$ cat config.mk
export PLATFORM = sky130hd
export DESIGN_NAME = whitened_bitfield_packer
export DESIGN_NICKNAME = d
export VERILOG_FILES = /design/src/hdl/wbp_pkg.sv /design/src/hdl/wbp_ctrl.sv /design/src/hdl/wbp_dpath.sv /design/src/hdl/whitened_bitfield_packer.sv
export SDC_FILE = /design/constraint.sdc
export NUM_CORES = 1
export LEC_CHECK = 0
export ABC_CLOCK_PERIOD_IN_PS = 9200
export BUFFER_PORTS_ARGS = -buffer_cell sky130_fd_sc_hd__buf_2
export CAP_MARGIN = 20
export CORE_ASPECT_RATIO = 0.6
export CORE_UTILIZATION = 45
export CTS_BUF_LIST = sky130_fd_sc_hd__clkbuf_2 sky130_fd_sc_hd__clkbuf_4 sky130_fd_sc_hd__clkbuf_8
export DETAILED_ROUTE_END_ITERATION = 8
export MAX_ROUTING_LAYER = met4
export PLACE_DENSITY_LB_ADDON = 0.15
export SYNTH_ARGS = -nofsm -noshare
export SYNTH_HDL_FRONTEND = slang
export SYNTH_SLANG_ARGS = --single-unit
$ cat constraint.sdc
create_clock -name i_clk -period 9.2 [get_ports i_clk]
set_clock_uncertainty 0.1 [all_clocks]
set_input_delay 1.84 -clock i_clk [delete_from_list [all_inputs] [get_ports i_clk]]
set_output_delay 1.84 -clock i_clk [all_outputs]
set_load 0.05 [all_outputs]
$ cat src/hdl/wbp_pkg.sv
`timescale 1ns / 1ps
`default_nettype none

package wbp_pkg;

    typedef enum logic [2:0] {
        FN_RESTART = 3'd0,
        FN_WRITE   = 3'd1,
        FN_READ    = 3'd2,
        FN_LOAD    = 3'd3,
        FN_FETCH   = 3'd4
    } t_func;

    localparam int          CFG_IDX_W  = 1;
    localparam int          CFG_DATA_W = 16;
    localparam logic [0:0]  CFG_BPS    = 1'b0;
    localparam logic [0:0]  CFG_SEED   = 1'b1;

    localparam logic [3:0]  BPS_RESET  = 4'd5;
    localparam logic [15:0] SEED_RESET = 16'd0;

    // floor(r / 71) == (r * 59075) >> 22 for every 16-bit r
    localparam logic [15:0] WH_RECIP   = 16'd59075;
    localparam int          WH_SHIFT   = 22;
    localparam logic [15:0] WH_BIAS    = 16'd3;

    typedef struct packed {
        logic div_start;
        logic div_step;
        logic capture;
        logic wh_a;
        logic wh_b;
        logic issue;
        logic mem_op;
        logic finish;
    } t_cmd;

    typedef struct packed {
        logic bps_wr;
        logic in_field;
        logic div_last;
        logic w_zero;
        logic last_bit;
        logic out_free;
    } t_sts;

    function automatic logic [15:0] width_mask(input logic [4:0] w);
        logic [15:0] m;
        for (int j = 0; j < 16; j++) begin
            m[j] = (5'(j) < w);
        end
        return m;
    endfunction

endpackage

`default_nettype wire

$ cat src/hdl/wbp_ctrl.sv
`timescale 1ns / 1ps
`default_nettype none

module wbp_ctrl (
    input  wire logic          i_clk,
    input  wire logic          i_rst_n,
    input  wire logic          i_in_valid,
    output logic               o_in_ready,
    input  wbp_pkg::t_sts      i_sts,
    output wbp_pkg::t_cmd      o_cmd
);
    import wbp_pkg::*;

    typedef enum logic [7:0] {
        S_IDLE  = 8'b0000_0001,
        S_DIV   = 8'b0000_0010,
        S_WHA   = 8'b0000_0100,
        S_WHB   = 8'b0000_1000,
        S_BITS  = 8'b0001_0000,
        S_FLUSH = 8'b0010_0000,
        S_MEM   = 8'b0100_0000,
        S_FIN   = 8'b1000_0000
    } t_state;

    t_state r_state;
    t_state n_state;

    always_ff @(posedge i_clk) begin
        if (!i_rst_n) begin
            r_state <= S_IDLE;
        end else begin
            r_state <= n_state;
        end
    end

    always_comb begin
        n_state    = r_state;
        o_cmd      = '0;
        o_in_ready = 1'b0;
        case (r_state)
            S_IDLE: begin
                o_in_ready = !i_sts.bps_wr;
                if (i_sts.bps_wr) begin
                    o_cmd.div_start = 1'b1;
                    n_state         = S_DIV;
                end else if (i_in_valid) begin
                    o_cmd.capture = 1'b1;
                    n_state       = i_sts.in_field ? S_WHA : S_MEM;
                end
            end
            S_DIV: begin
                if (i_sts.bps_wr) begin
                    o_cmd.div_start = 1'b1;
                end else begin
                    o_cmd.div_step = 1'b1;
                    if (i_sts.div_last) begin
                        n_state = S_IDLE;
                    end
                end
            end
            S_WHA: begin
                o_cmd.wh_a = 1'b1;
                n_state    = S_WHB;
            end
            S_WHB: begin
                o_cmd.wh_b = 1'b1;
                n_state    = i_sts.w_zero ? S_FIN : S_BITS;
            end
            S_BITS: begin
                o_cmd.issue = 1'b1;
                if (i_sts.last_bit) begin
                    n_state = S_FLUSH;
                end
            end
            S_FLUSH: begin
                n_state = S_FIN;
            end
            S_MEM: begin
                o_cmd.mem_op = 1'b1;
                n_state      = S_FIN;
            end
            S_FIN: begin
                if (i_sts.out_free) begin
                    o_cmd.finish = 1'b1;
                    n_state      = S_IDLE;
                end
            end
            default: begin
                n_state = S_IDLE;
            end
        endcase
    end

endmodule

`default_nettype wire

$ cat src/hdl/wbp_dpath.sv
`timescale 1ns / 1ps
`default_nettype none

module wbp_dpath #(
    parameter int SYMBOLS        = 32,
    parameter int MAX_FIELD_BITS = 16
) (
    input  wire logic                           i_clk,
    input  wire logic                           i_rst_n,
    input  wbp_pkg::t_cmd                       i_cmd,
    output wbp_pkg::t_sts                       o_sts,
    input  wire logic                           i_cfg_we,
    input  wire logic [wbp_pkg::CFG_IDX_W-1:0]  i_cfg_idx,
    input  wire logic [wbp_pkg::CFG_DATA_W-1:0] i_cfg_wdata,
    input  wire logic [2:0]                     i_func,
    input  wire logic [15:0]                    i_field_value,
    input  wire logic [4:0]                     i_field_width,
    input  wire logic [4:0]                     i_symbol_index,
    input  wire logic [7:0]                     i_symbol_in,
    output logic                                o_out_valid,
    input  wire logic                           i_out_ready,
    output logic [15:0]                         o_read_value,
    output logic [7:0]                          o_symbol_out,
    output logic [8:0]                          o_bit_position,
    output logic                                o_overflow
);
    import wbp_pkg::*;

    localparam int AW = $clog2(SYMBOLS);
    localparam int FW = MAX_FIELD_BITS;
    localparam int IW = (FW > 1) ? $clog2(FW) : 1;

    logic [3:0]    r_bps;
    logic [15:0]   r_seed;
    logic [15:0]   r_rn;
    logic [8:0]    r_p;
    logic [8:0]    r_slot;
    logic [3:0]    r_off;
    logic [8:0]    r_dsh;
    logic [3:0]    r_dcnt;

    t_func         r_func;
    logic [FW-1:0] r_fval;
    logic [4:0]    r_w;
    logic [4:0]    r_sidx;
    logic [7:0]    r_sin;
    logic [FW-1:0] r_v;
    logic          r_ovf;
    logic          r_fetch_ok;

    logic [15:0]   r_wr;
    logic [31:0]   r_prod;

    logic [IW-1:0] r_i;
    logic [4:0]    r_left;

    logic          r_s2_v;
    logic [AW-1:0] r_s2_slot;
    logic [2:0]    r_s2_off;
    logic          r_s2_bit;
    logic [IW-1:0] r_s2_i;

    logic [7:0]    r_mem [SYMBOLS];
    logic [SYMBOLS-1:0] r_vld;
    logic [7:0]    r_rdata;
    logic          r_rvld;

    logic          r_lw_v;
    logic [AW-1:0] r_lw_slot;
    logic [7:0]    r_lw_byte;

    logic          r_ov;
    logic [15:0]   r_o_rd;
    logic [7:0]    r_o_sout;
    logic [8:0]    r_o_pos;
    logic          r_o_ovf;

    logic [3:0]    b_eff;
    logic [4:0]    dv_t;
    logic          dv_ge;
    logic [3:0]    dv_rem;
    logic [4:0]    w_clamp;
    logic          in_rng;
    logic          adv;
    logic [3:0]    off_inc;
    logic          off_wrap;
    logic [6:0]    sidx_x;
    logic          sidx_ok;
    logic [15:0]   t17;
    logic [15:0]   wr_n;
    logic [31:0]   prod_n;
    logic [15:0]   rn_n;
    logic [7:0]    s2_base;
    logic [7:0]    s2_byte;
    logic [7:0]    s2_new;
    logic          is_wr;
    logic          mem_we;
    logic [AW-1:0] mem_waddr;
    logic [7:0]    mem_wdata;
    logic          mem_re;
    logic [AW-1:0] mem_raddr;
    logic [15:0]   mask16;
    logic [15:0]   res_rd;
    logic          restart_now;

    assign b_eff    = (r_bps == 4'd0) ? 4'd1 : r_bps;
    assign dv_t     = {r_off, r_dsh[8]};
    assign dv_ge    = dv_t >= {1'b0, b_eff};
    assign dv_rem   = dv_ge ? 4'(dv_t - {1'b0, b_eff}) : dv_t[3:0];

    assign w_clamp  = (i_field_width > 5'(MAX_FIELD_BITS)) ? 5'(MAX_FIELD_BITS)
                                                          : i_field_width;
    assign in_rng   = !r_p[8] && (r_slot < 9'(SYMBOLS));
    assign adv      = !r_p[8];
    assign off_inc  = r_off + 4'd1;
    assign off_wrap = (off_inc == b_eff);

    assign sidx_x   = 7'(r_sidx);
    assign sidx_ok  = sidx_x < 7'(SYMBOLS);

    assign t17      = r_rn + {r_rn[11:0], 4'b0000};
    assign wr_n     = {t17[12:0], 3'b000};
    assign prod_n   = 32'(wr_n) * 32'(WH_RECIP);
    assign rn_n     = r_wr + 16'(r_prod[31:WH_SHIFT]) + WH_BIAS;

    assign is_wr    = (r_func == FN_WRITE);
    assign s2_base  = r_rvld ? r_rdata : 8'd0;
    assign s2_byte  = (r_lw_v && (r_lw_slot == r_s2_slot)) ? r_lw_byte : s2_base;
    assign s2_new   = s2_byte | (8'(r_s2_bit) << r_s2_off);

    assign restart_now = i_cmd.mem_op && (r_func == FN_RESTART);

    always_comb begin
        mem_we    = 1'b0;
        mem_waddr = r_s2_slot;
        mem_wdata = s2_new;
        if (r_s2_v && is_wr) begin
            mem_we = 1'b1;
        end else if (i_cmd.mem_op && (r_func == FN_LOAD) && sidx_ok) begin
            mem_we    = 1'b1;
            mem_waddr = sidx_x[AW-1:0];
            mem_wdata = r_sin;
        end
    end

    always_comb begin
        mem_re    = 1'b0;
        mem_raddr = r_slot[AW-1:0];
        if (i_cmd.issue && in_rng) begin
            mem_re = 1'b1;
        end else if (i_cmd.mem_op && (r_func == FN_FETCH) && sidx_ok) begin
            mem_re    = 1'b1;
            mem_raddr = sidx_x[AW-1:0];
        end
    end

    assign mask16 = width_mask(r_w);
    assign res_rd = (r_func == FN_READ) ? ((16'(r_v) - r_rn) & mask16) : 16'd0;

    always_comb begin
        o_sts          = '0;
        o_sts.bps_wr   = i_cfg_we && (i_cfg_idx == CFG_BPS);
        o_sts.in_field = (i_func == FN_WRITE) || (i_func == FN_READ);
        o_sts.div_last = (r_dcnt == 4'd0);
        o_sts.w_zero   = (r_w == 5'd0);
        o_sts.last_bit = (r_left == 5'd1);
        o_sts.out_free = !r_ov || i_out_ready;
    end

    always_ff @(posedge i_clk) begin
        if (!i_rst_n) begin
            r_bps  <= BPS_RESET;
            r_seed <= SEED_RESET;
        end else if (i_cfg_we) begin
            case (i_cfg_idx)
                CFG_BPS:  r_bps  <= i_cfg_wdata[3:0];
                CFG_SEED: r_seed <= i_cfg_wdata;
                default:  r_bps  <= r_bps;
            endcase
        end
    end

    always_ff @(posedge i_clk) begin
        if (!i_rst_n) begin
            r_p    <= '0;
            r_slot <= '0;
            r_off  <= '0;
        end else if (i_cmd.div_start) begin
            r_slot <= '0;
            r_off  <= '0;
        end else if (i_cmd.div_step) begin
            r_slot <= {r_slot[7:0], dv_ge};
            r_off  <= dv_rem;
        end else if (i_cmd.issue && adv) begin
            r_p <= r_p + 9'd1;
            if (off_wrap) begin
                r_off  <= 4'd0;
                r_slot <= r_slot + 9'd1;
            end else begin
                r_off <= off_inc;
            end
        end else if (restart_now) begin
            r_p    <= '0;
            r_slot <= '0;
            r_off  <= '0;
        end
    end

    always_ff @(posedge i_clk) begin
        if (i_cmd.div_start) begin
            r_dsh  <= r_p;
            r_dcnt <= 4'd8;
        end else if (i_cmd.div_step) begin
            r_dsh  <= {r_dsh[7:0], 1'b0};
            r_dcnt <= r_dcnt - 4'd1;
        end
    end

    always_ff @(posedge i_clk) begin
        if (!i_rst_n) begin
            r_rn <= '0;
        end else if (i_cmd.wh_b) begin
            r_rn <= rn_n;
        end else if (restart_now) begin
            r_rn <= r_seed;
        end
    end

    always_ff @(posedge i_clk) begin
        if (i_cmd.wh_a) begin
            r_wr   <= wr_n;
            r_prod <= prod_n;
        end
    end

    always_ff @(posedge i_clk) begin
        if (i_cmd.capture) begin
            r_func     <= t_func'(i_func);
            r_fval     <= i_field_value[FW-1:0];
            r_w        <= w_clamp;
            r_sidx     <= i_symbol_index;
            r_sin      <= i_symbol_in;
            r_v        <= '0;
            r_ovf      <= 1'b0;
            r_fetch_ok <= 1'b0;
        end else begin
            if (i_cmd.wh_b && is_wr) begin
                r_v <= r_fval + rn_n[FW-1:0];
            end else if (r_s2_v && !is_wr) begin
                r_v[r_s2_i] <= s2_byte[r_s2_off];
            end
            if (i_cmd.issue && !in_rng) begin
                r_ovf <= 1'b1;
            end
            if (i_cmd.mem_op && ((r_func == FN_LOAD) || (r_func == FN_FETCH))) begin
                r_ovf      <= !sidx_ok;
                r_fetch_ok <= (r_func == FN_FETCH) && sidx_ok;
            end
        end
    end

    always_ff @(posedge i_clk) begin
        if (i_cmd.wh_b) begin
            r_i    <= '0;
            r_left <= r_w;
        end else if (i_cmd.issue) begin
            r_i    <= r_i + IW'(1);
            r_left <= r_left - 5'd1;
        end
    end

    always_ff @(posedge i_clk) begin
        if (!i_rst_n) begin
            r_s2_v <= 1'b0;
            r_lw_v <= 1'b0;
        end else begin
            r_s2_v <= i_cmd.issue && in_rng;
            if (i_cmd.capture) begin
                r_lw_v <= 1'b0;
            end else if (r_s2_v && is_wr) begin
                r_lw_v <= 1'b1;
            end
        end
    end

    always_ff @(posedge i_clk) begin
        if (i_cmd.issue) begin
            r_s2_slot <= r_slot[AW-1:0];
            r_s2_off  <= r_off[2:0];
            r_s2_bit  <= r_v[r_i];
            r_s2_i    <= r_i;
        end
        if (r_s2_v && is_wr) begin
            r_lw_slot <= r_s2_slot;
            r_lw_byte <= s2_new;
        end
    end

    always_ff @(posedge i_clk) begin
        if (mem_we) begin
            r_mem[mem_waddr] <= mem_wdata;
        end
        if (mem_re) begin
            r_rdata <= r_mem[mem_raddr];
        end
    end

    always_ff @(posedge i_clk) begin
        if (!i_rst_n) begin
            r_vld <= '0;
        end else if (restart_now) begin
            r_vld <= '0;
        end else if (mem_we) begin
            r_vld[mem_waddr] <= 1'b1;
        end
    end

    always_ff @(posedge i_clk) begin
        if (mem_re) begin
            r_rvld <= r_vld[mem_raddr];
        end
    end

    always_ff @(posedge i_clk) begin
        if (!i_rst_n) begin
            r_ov <= 1'b0;
        end else if (i_cmd.finish) begin
            r_ov <= 1'b1;
        end else if (i_out_ready) begin
            r_ov <= 1'b0;
        end
    end

    always_ff @(posedge i_clk) begin
        if (i_cmd.finish) begin
            r_o_rd   <= res_rd;
            r_o_sout <= r_fetch_ok ? s2_base : 8'd0;
            r_o_pos  <= r_p;
            r_o_ovf  <= r_ovf;
        end
    end

    assign o_out_valid    = r_ov;
    assign o_read_value   = r_o_rd;
    assign o_symbol_out   = r_o_sout;
    assign o_bit_position = r_o_pos;
    assign o_overflow     = r_o_ovf;

endmodule

`default_nettype wire

$ cat src/hdl/whitened_bitfield_packer.sv
// Whitened bit-field packer.
// Input channel (i_in_valid / o_in_ready) takes one transaction: a function
// code with its field value, field width, symbol slot and symbol byte.
// Output channel (o_out_valid / i_out_ready) returns one transaction per input.
// Configuration: i_cfg_we writes register i_cfg_idx (0 bits per symbol,
// 1 whitening seed) in the same cycle, with no read-back.
// Steps per transaction, from accept to the next accept: a field write or read
// of width w runs the whitening steps, then one bit per cycle through the
// symbol store, then a step to retire the last bit and a hand-off step; at
// width zero it skips the bit and retire steps. Restart, load, fetch and
// unused codes go through a command step and the hand-off step.
// The result is registered: o_out_valid rises in the cycle after the hand-off
// step, and the core takes the next transaction while it waits.
// A stalled receiver holds the result; the core then waits in its hand-off
// step until the output register frees.
// Writing bits per symbol starts a bit-serial division that maps the bit
// counter onto slot and offset; o_in_ready stays low meanwhile.
// Reset (synchronous, active low) clears the store, the counter and the
// whitening state and loads the register defaults; it takes effect at once.
`timescale 1ns / 1ps
`default_nettype none

module whitened_bitfield_packer #(
    parameter int SYMBOLS        = 32,
    parameter int MAX_FIELD_BITS = 16
) (
    input  wire logic                           i_clk,
    input  wire logic                           i_rst_n,
    input  wire logic                           i_cfg_we,
    input  wire logic [wbp_pkg::CFG_IDX_W-1:0]  i_cfg_idx,
    input  wire logic [wbp_pkg::CFG_DATA_W-1:0] i_cfg_wdata,
    input  wire logic                           i_in_valid,
    output logic                                o_in_ready,
    input  wire logic [2:0]                     i_func,
    input  wire logic [15:0]                    i_field_value,
    input  wire logic [4:0]                     i_field_width,
    input  wire logic [4:0]                     i_symbol_index,
    input  wire logic [7:0]                     i_symbol_in,
    output logic                                o_out_valid,
    input  wire logic                           i_out_ready,
    output logic [15:0]                         o_read_value,
    output logic [7:0]                          o_symbol_out,
    output logic [8:0]                          o_bit_position,
    output logic                                o_overflow
);
    import wbp_pkg::*;

    t_cmd cmd;
    t_sts sts;

    wbp_ctrl u_ctrl (
        .i_clk      (i_clk),
        .i_rst_n    (i_rst_n),
        .i_in_valid (i_in_valid),
        .o_in_ready (o_in_ready),
        .i_sts      (sts),
        .o_cmd      (cmd)
    );

    wbp_dpath #(
        .SYMBOLS        (SYMBOLS),
        .MAX_FIELD_BITS (MAX_FIELD_BITS)
    ) u_dpath (
        .i_clk          (i_clk),
        .i_rst_n        (i_rst_n),
        .i_cmd          (cmd),
        .o_sts          (sts),
        .i_cfg_we       (i_cfg_we),
        .i_cfg_idx      (i_cfg_idx),
        .i_cfg_wdata    (i_cfg_wdata),
        .i_func         (i_func),
        .i_field_value  (i_field_value),
        .i_field_width  (i_field_width),
        .i_symbol_index (i_symbol_index),
        .i_symbol_in    (i_symbol_in),
        .o_out_valid    (o_out_valid),
        .i_out_ready    (i_out_ready),
        .o_read_value   (o_read_value),
        .o_symbol_out   (o_symbol_out),
        .o_bit_position (o_bit_position),
        .o_overflow     (o_overflow)
    );

endmodule

`default_nettype wire

After elaboration in Yosys (flattened, before gate mapping):

Memories as Yosys holds them, arrays and structs flattened. A register that Yosys moved wholly into a read port is not among the register bits.
Index checks and enable logic that the tools add are counted.

* RAM bits: 256
* logic and storage cells: 228
* output and inout bits: 36
* input port bits: 59
* bits in registers: 281
* memories kept: 1

* bitwise operators: 7
* order comparisons: 27
* equality and inequality tests: 23
* shift operators: 1
* muxes and demuxes: 71
* $mul: 1
* reductions and logical operators: 49
* add/sub/neg operators: 12

Memories
* u_dpath.r_mem: words 32, bits a word 8, rd ports 1, clocked after memory_dff 1, wr ports 1, line wbp_dpath.sv:63 `logic [7:0] r_mem [SYMBOLS];`

Operators with widths (number)
* 8-bit 2-to-1 mux: 11
* 16-bit 2-to-1 mux: 4
* 9-bit 2-to-1 mux: 7
* 8-bit case mux with 7 select lines: 1
* 4-bit by 5-bit less-than comparator with 1-bit output, first input constant: 8
* 32-bit bitwise OR: 1
* 5-bit 2-to-1 mux: 6
* 13-bit by 16-bit multiplier with 29-bit output, second input constant: 1
* 1-bit 2-to-1 mux: 29
* 4-bit 2-to-1 mux: 6
* 3-bit by 5-bit less-than comparator with 1-bit output, first input constant: 4
* 9-bit by 1-bit adder with 9-bit output, second input constant: 2
* 1-bit logical AND: 18
* 5-bit by 6-bit less-than comparator with 1-bit output, second input constant: 3
* 16-bit by 10-bit adder with 16-bit output: 1
* 16-bit adder: 1
* 16-bit by 2-bit adder with 16-bit output, second input constant: 1
* 16-bit AND: 1
* 16-bit bitwise mux: 1
* 16-bit subtractor: 1
* 2-bit nonzero test: 7
* 13-bit adder: 1
* 1-bit by 5-bit less-than comparator with 1-bit output, first input constant: 2
* 2-bit by 5-bit less-than comparator with 1-bit output, first input constant: 2
* 46 further kinds: 72

Longest topological paths before layout:

Gate-level depths: netlist (run 1).

* word-level depth: 11
* depth in mapped cells: 26
* gate-level depth less buffers: 25

Hierarchy:

Synthesis (run 1) repeated with hierarchy kept, for this count alone.

* cell total of the unflattened synthesis: 2158
* area total of the unflattened synthesis: 27063.5 um2

Modules (own cells, without submodules)
* wbp_dpath: area an instance 26516.7 um2, cells each 2091, times used 1
* wbp_ctrl: area an instance 546.8 um2, cells each 67, times used 1

Worst setup path before layout (run 1):

OpenSTA, ideal clock, no wires.

* path type: register -> register
* start point: register u_dpath.r_rn[0]
* end point: register u_dpath.r_prod[31], data pin
* library setup time: 0.262 ns
* slack: 2.382 ns
* required time: 8.838 ns
* stages on the path, launching flop included: 27
* data arrival time: 6.457 ns
* cell sequence: dfxtp_1 > ha_1 > fa_1 > a21o_1 > a211oi_1 > nor2_1 > o41ai_1 > xnor2_1 > and2_1 > clkbuf_1 > nor2_1 > inv_1 > fa_1 > inv_1 > fa_1 > fa_1 > inv_1 > fa_1 > inv_1 > ha_1 > a21oi_1 > o21ai_0 > a221oi_1 > o32ai_1 > o41a_1 > a211oi_1 > xnor2_1

* longest elaborated chain between the ends: 2

RTL lines
* start, declared: line wbp_dpath.sv:35 `logic [15:0] r_rn;`
* start signal, assigned: line wbp_dpath.sv:223 `r_rn <= rn_n;`
* start signal, assigned: line wbp_dpath.sv:225 `r_rn <= r_seed;`
* 13-bit adder: line wbp_dpath.sv:121 `assign t17 = r_rn + {r_rn[11:0], 4'b0000};`
* named net u_dpath.t17[12]: line wbp_dpath.sv:89 `logic [15:0] t17;`
* 13-bit by 16-bit multiplier with 29-bit output: line wbp_dpath.sv:123 `assign prod_n = 32'(wr_n) * 32'(WH_RECIP);`
* named net u_dpath.prod_n[31]: line wbp_dpath.sv:91 `logic [31:0] prod_n;`
* end signal, assigned: line wbp_dpath.sv:232 `r_prod <= prod_n;`
* end, declared: line wbp_dpath.sv:52 `logic [31:0] r_prod;`

The timed path passes the listed nets, and every way through them passes these cells.
A chain may end at the register's enable or synchronous reset.

Worst setup path in the final report (run 1):

Ends and elaborated chain as after synthesis.

==> run metrics, run 1 <==
r2r endpoint u_dpath.r_prod[31]; met3 Track Usage GR 0.08180; Leak ~11 nW; Synth Flop Type edfxtp_1; VDD IR max slightly below 0.09 mV; Die ar. around 0.06 mm²; relative slew slack 0.1563; Internal roughly 3.8 mW; switch share 0.2479; critical path type flop to flop; Routed Antenna Nets 0; final setup TNS 0 ns; total gr overflow 0; Worst EP required 9.51 ns; R2R cell count 25; largest net degree at the start of global routing between 60 and 70; drt drc 0; core area 0.05820 mm²; Finished Cell Area 0.02971 mm²; sequential fraction of design power 0.523; sink of the worst hold path u_dpath.r_seed[14]; first-pass GRT wire length roughly 110 mm; synthesized cell area between 0.02 and 0.03 mm²; drt wl/cell between 20 and 25 µm; CTS tree built; Gates resized, CTS repair 0; HPWL Detailed 54.31 mm; period utilisation layout 0.8166; Clock transition at path regs 0.06 ns; Synth cell types between 70 and 80; Placer Congestion 0.9466; final setup fails 0; Hold Crit Start u_dpath.r_seed[14]; worst hold path type flop to flop; row count 68; status finished clean; DRT Pass-1 Iters 6; post-synthesis register bit count ~530; share of cells above drive strength 1 0.1211; Seq/Total Area, Yosys 0.5416; Area Growth Syn to Fin 10.79%; IO Pins 95; asr flop ratio synth 0; R2R Path Start u_dpath.r_rn[0]; Mapped Nets approximately 2700; Cell Area, Placed 0.02803 mm²; die width between 300 and 400 µm; number of global-route vias before repair 18499; Starting Density 0.4608; Clock Latency Late Sink around 0.7 ns; Worst Setup End Kind flop; Setup Buffers After CTS 0; port bufs 94; DR vias 19103; WHS Path Cells 2; H-Tree Depth 3; minimum clock period between 7 and 8 ns; initial antenna violation count 0; Max FO, Critical Path 8; clock power share 0.405; syn avg cell area 11.09 µm²; Min Hold Slack roughly 0.36 ns; DRT Wirelength between 70 and 80 mm; gr busiest metal met1; Yosys warnings 0; Post-Syn Instances approximately 2400; height of the die about 190 µm; type of origin of the critical path flop; Final nets 2798; fin. max-slew vios 0; CP arrival approximately 7.8 ns; routed vias/inst between 5 and 6; CTS Buf Count approximately 80; met1 GRT Util 0.4114; hold_buf cts 0; PwrDens approximately 170 mW/mm²; maximum buffer depth of the clock tree 3; initial drt markers between 2000 and 2500; Comb pwr share 0.073; reg-to-reg slack, setup around 1.7 ns; EDFF count, synth between 300 and 400; met2 GRT Util 0.3175; root buffer selected by CTS clkbuf_8; MaxCap Viol Count 0; setup ws final ~1.7 ns; GRT Overall Usage 0.2621; RSZ-0062 raised after global routing no; # clock sinks between 500 and 600; Tightest Pin Transition 1.266 ns; Sw Pwr ~1.2 mW; Fin. Hold Viols 0; pre-CTS WS about 1.7 ns; Peak Freq ~0.13 GHz
[per-layer routing]
metal	share of wire	routed length, µm	up-vias
li1	-	-	8865
met1	0.52	38940	9391
met2	0.37	27820	733
met3	0.098	7397	114
met4	0.019	1411	0
met5	0	0	-
[layout make-up]
class	count	area [µm²]
fillers	5244	28490
clock inverters	41	289.0
multi-input cells	1616	11230
flip-flops and latches	526	14520
repair buffers	117	643.1
inverters	181	679.4
clock buffers	111	1378
well taps	770	963.4
diodes	1	2.502
[how the worst max path moves through the flow]
stage / from / end / slack [ns] / depth (start not counted)
final: u_dpath.r_rn[0] / u_dpath.r_prod[31] / 1.69 / 25
after global routing: u_dpath.r_rn[0] / u_dpath.r_prod[31] / 1.09 / 25
after CTS: u_dpath.r_rn[0] / u_dpath.r_prod[31] / 1.65 / 25
after detailed placement: u_dpath.r_rn[0] / u_dpath.r_prod[31] / 1.70 / 25
after global placement: u_dpath.r_rn[0] / u_dpath.r_prod[31] / 1.85 / 25
after floorplan: u_dpath.r_rn[0] / u_dpath.r_prod[31] / 2.38 / 26
[cells by family (layout without fill, tap and decap cells)]
logic type | Yosys count | count (layout) | synth area share
simple gates | 874 | 874 | 0.1481
flops | 526 | 526 | 0.5416
compound gates | 374 | 374 | 0.09160
buf+inv | 276 | 450 | 0.04195
fa+ha+maj | 215 | 215 | 0.1182
xor+xnor | 79 | 79 | 0.02636
mux | 74 | 74 | 0.03215
other cells | 0 | 1 | 0
[cell usage in the layout, fill, tap and decap left out, types with 7 or more instances in the layout]
cell type  count
a32oi_1       37
o21ai_0       60
nor4_1        11
a211oi_1      10
nand4_1       11
a31oi_1       52
inv_1        181
nand2_1      369
clkinv_2      16
ha_1         151
nor2_1       208
xnor2_1       46
nor3_1        41
nand3_1      104
nor3b_1        8
a21oi_1      103
buf_4         23
and3_1        19
buf_2         94
or3_1          9
o31ai_1       16
mux4_2         8
dfxtp_1      127
a22oi_1       17
nor2b_1       20
a21o_1         9
and2_1        19
mux2_2        16
clkbuf_8      87
edfxtp_1     399
nand2b_1      15
xor2_1        32
clkinv_1      16
o221ai_1       7
a2111oi_0      7
clkbuf_4      24
or2_2         10
mux2i_1       48
fa_1          64
[Yosys cell counts (5+ instances only)]
library cell,n,area share
xor2_1,32,0.010
edfxtp_1,399,0.45
o221ai_1,7,0.0023
a211oi_1,10,0.0028
a32oi_1,37,0.012
o21ai_0,60,0.011
a31oi_1,52,0.012
a21o_1,9,0.0025
buf_2,11,0.0021
ha_1,151,0.070
and2_1,19,0.0044
o22ai_1,6,0.0014
nand2_1,369,0.052
nor2b_1,21,0.0049
clkbuf_1,70,0.0098
mux2_2,17,0.0071
buf_6,7,0.0029
nand2b_1,15,0.0035
nor2_1,209,0.029
nand4_1,11,0.0026
or2_2,10,0.0023
o31ai_1,17,0.0048
nor3b_1,8,0.0022
a22oi_1,17,0.0048
mux2i_1,49,0.018
nor3_1,41,0.0077
and3_1,19,0.0044
xnor2_1,46,0.015
a2111oi_0,7,0.0023
nand3_1,104,0.019
mux4_2,8,0.0067
or3_1,9,0.0021
dfxtp_1,127,0.095
o21a_1,6,0.0017
fa_1,64,0.048
buf_4,6,0.0017
a21oi_1,103,0.019
inv_1,181,0.025
nor4_2,5,0.0023
nor4_1,12,0.0028
[metrics by stage]
stage	power (mW)	std cells	utilization
finish	5.017	3363	0.5105
global route	5.207	3362	0.5104
global placement	3.023	3209	0.4817
detailed placement	3.030	3209	0.4817
floorplan	2.913	2418	-
CTS	5.054	3361	0.5103
[flip-flops by register name, summed over array words and instances, names as in the netlist, 13 cells and up]
| name | flops |
|---|---|
| u_dpath.r_seed | 16 |
| u_dpath.r_rn | 16 |
| u_dpath.r_v | 16 |
| u_dpath.r_fval | 16 |
| u_dpath.r_wr | 13 |
| u_dpath.r_mem | 256 |
| u_dpath.o_read_value | 16 |
| u_dpath.r_vld | 32 |
[worst max-delay path, cell delays in order, from the launching register on]
cell	delay (ns)
dfxtp_1	0.40
ha_1	0.27
fa_1	0.42
a21o_1	0.20
a211oi_1	0.25
nor2_1	0.09
o41ai_1	0.31
xnor2_1	0.22
and2_1	0.27
nor2_1	0.31
inv_1	0.16
fa_1	0.57
inv_1	0.06
fa_1	0.51
fa_1	0.56
inv_1	0.06
fa_1	0.53
inv_1	0.04
ha_1	0.31
a21oi_1	0.15
o21ai_0	0.10
a221oi_1	0.32
o32ai_1	0.19
o41a_1	0.43
a211oi_1	0.30
xnor2_1	0.09
[power by group through the flow]
stage | Clock, mW | Sequential [mW] | Combinational, mW
floorplan | 0 | 2.65 | 0.260
global placement | 0 | 2.67 | 0.352
detailed placement | 0 | 2.67 | 0.358
CTS | 2.07 | 2.62 | 0.361
global route | 2.18 | 2.63 | 0.400
finish | 2.03 | 2.62 | 0.364
Power figures use the tool's default switching activity.
==> run 2, diff against run 1 <==
Settings changed: ABC_AREA set to 1, ABC_CLOCK_PERIOD_IN_PS 9200 to 7700.
Clock period 9.2 ns to 7.7 ns, I/O delays scaled along.
==> run metrics, run 2 <==
status finished clean; relative slew slack 0.3100 (+0.1537); Tightest Pin Transition 1.031 ns (-0.2344 ns); slowest cell on the critical path fa_1; largest net degree at the start of global routing 145 (+130%); RSZ-0062 raised after global routing no; critical path type flop to flop; fin. max-slew vios 0 (unchanged); first-pass GRT wire length 123.7 mm (+8.1%); multi-input logic area 0.01168 mm² (+4.0%); Seq. cell area 0.01452 mm² (unchanged); minimum clock period 7.013 ns (-0.4996 ns); MaxCap Viol Count 0 (unchanged); Synth Flop Type edfxtp_1; Fin. Hold Viols 0 (unchanged); Min Hold Slack 0.3400 ns (-0.02322 ns); Yosys warnings 0 (unchanged); GRT Overall Usage 0.2708 (+0.008675); total gr overflow 0 (unchanged); Hold Crit Start u_dpath.r_ovf; dominant cells by area after synthesis edfxtp_1, dfxtp_1, nand2_1, ha_1, fa_1; VDD IR max 0.09845 mV (+14%); port bufs 94 (unchanged); IO Pins 95 (unchanged); CTS Buf Count 83 (+1.2%); top flop regs u_dpath.r_mem x256, u_dpath.r_vld x32; maximum buffer depth of the clock tree 3 (unchanged); FILL cells 5751 (+9.7%); die width 323.5 µm (+2.0%); HPWL Detailed 59.18 mm (+9.0%); height of the die 194.9 µm (+2.0%); hold_buf cts 0 (unchanged); Cell Area, Placed 0.02923 mm² (+4.3%); H-Tree Depth 3 (unchanged); Synth top cells by count nand2_1, edfxtp_1, inv_1; number of global-route vias before repair 20269 (+9.6%); Biggest register u_dpath.r_mem; Synth top area share 0.4293 (-0.01755); sequential fraction of design power 0.484 (-0.039); setup ws final 0.6872 ns (-1.000 ns); Max FO, Critical Path 8 (unchanged); core area 0.06113 mm² (+5.0%); number of flip-flops in the largest register 256 (unchanged); Internal 4.791 mW (+27%); most frequent CP cell nand2_1; Worst EP required 8.03 ns (-1.48 ns); Finished Cell Area 0.03110 mm² (+4.7%); Tot Pwr 6.573 mW (+31%); initial drt markers 2398 (+16%); Peak Freq 0.1426 GHz (+7.1%); commonest non-fill, non-tap cell in the layout nand2_1; EDFF count, synth 399 (unchanged); worst hold path type flop to flop; post-synthesis register bit count 526 (unchanged); top-count cell post-synth nand2_1; Leak 13.08 nW (+16%); type of origin of the critical path flop; pre-CTS WS 0.6877 ns (-1.015 ns); routed vias/inst 5.396 (-5.0%); DRT Pass-1 Iters 5 (-1); syn avg cell area 9.436 µm² (-15%); R2R Path Start u_dpath.r_rn[0]; Gates resized, CTS repair 0 (unchanged); commonest cells after routing, fill and taps aside nand2_1, edfxtp_1, inv_1; initial antenna violation count 2 (+2); Clock Latency Late Sink 0.69 ns (about the same); drt drc 0 (unchanged); CP arrival 7.34 ns (-0.48 ns); Die ar. 0.06306 mm² (+4.1%); Worst Setup End Kind flop; share of cells above drive strength 1 0.1156 (-0.005513); Starting Density 0.4565 (-0.004213); area leader, netlist edfxtp_1; Routed Antenna Nets 0 (unchanged); period utilisation layout 0.9108 (+0.09419); # clock sinks 526 (unchanged); Clock transition at path regs 0.07 ns (about the same); CTS tree built; Placer Congestion 0.9665 (+2.1%); clock power share 0.399 (-0.006); Area Growth Syn to Fin 11.42%; switch share 0.2711 (+0.02326); asr flop ratio synth 0 (unchanged); Comb pwr share 0.116 (+0.043); DR vias 21461 (+12%); Mapped Nets 3232 (+20%); Seq/Total Area, Yosys 0.5204 (-0.02127); Post-Syn Instances 2958 (+22%); Sw Pwr 1.782 mW (+43%); Crit. Startpoint u_dpath.r_rn[0]; row count 70 (+2.9%); Synth cell types 55 (-28%); final setup fails 0 (unchanged); DRT Wirelength 81.95 mm (+8.4%); drt wl/cell 20.61 µm (-8.3%); PwrDens 211.4 mW/mm² (+25%); root buffer selected by CTS clkbuf_8; Final nets 3353 (+20%); Critical Path Max Stage Delay 0.55 ns (-0.02 ns); final setup TNS 0 ns (unchanged); synthesized cell area 0.02791 mm² (+4.1%); Setup Buffers After CTS 0 (unchanged)
==> run 2: changes by cell type after synthesis, sizes merged, moves of 36 or more <==
cell and change:
nand2 +273, inv +168, nor2 +131, o21ai +114, nand3 +80, o211ai +68, or2 +51, mux2i -48
a32oi -36
==> run 2: critical path: cells and delay by family (launching register included) <==
kind                     cells  cell delay [ns]
adder cells (fa/ha/maj)      7             3.14
AND/OR/NAND/NOR             15             2.10
buffers and inverters        5             0.44
flip-flops                   1             0.42
AO/OA/AOI/OAI                1             0.34
XOR/XNOR                     1             0.23
==> run 2: cell families after synthesis <==
kind of cell / after synthesis / share of synthesized area
multiplexers: 1 / 0.0003586
flip-flops: 526 / 0.5204
XOR/XNOR: 52 / 0.01632
AO/OA/AOI/OAI: 429 / 0.08952
AND/OR/NAND/NOR: 1300 / 0.1980
buffers and inverters: 435 / 0.06186
adder cells (fa/ha/maj): 215 / 0.1136
==> run 2: cell type report <==
class / count / area share
sequential: 526 / 0.4670
inverter: 352 / 0.04265
antenna: 1 / 0.00008047
timing repair buffer: 119 / 0.02285
tap: 828 / 0.03331
clock buffer: 124 / 0.04905
clock inverter: 30 / 0.009335
multi-input combinational: 1997 / 0.3757
==> run 2: final timing paths <==
check | endpoint | slack, ns | depth (start not counted)
setup reg to reg | u_dpath.r_prod[31] | 0.69 | 29
hold / removal | u_dpath.o_overflow | 0.34 | 0
hold reg to reg | u_dpath.o_overflow | 0.34 | 0
setup / recovery | u_dpath.r_prod[31] | 0.69 | 29
==> run 2: power groups by stage <==
stage               clock [mW]  sequential [mW]  combinational, mW
floorplan                    0             3.25              0.491
global placement             0             3.24              0.742
detailed placement           0             3.24              0.750
CTS                       2.68             3.18              0.753
global route              2.79             3.19              0.849
finish                    2.62             3.18              0.765
==> run 2: per-layer routing <==
layer | vias to the layer above | share of wire | GRT usage
li1 | 10196 | - | -
met1 | 10369 | 0.52 | 0.4441
met2 | 807 | 0.37 | 0.3206
met3 | 89 | 0.099 | 0.06908
met4 | 0 | 0.014 | 0.05424
met5 | - | 0 | -
==> run 2: stage by stage <==
step | cells | utilization
global placement | 3819 | 0.4777
floorplan | 2958 | -
detailed placement | 3820 | 0.4782
CTS | 3974 | 0.5079
global route | 3977 | 0.5087
finish | 3977 | 0.5087
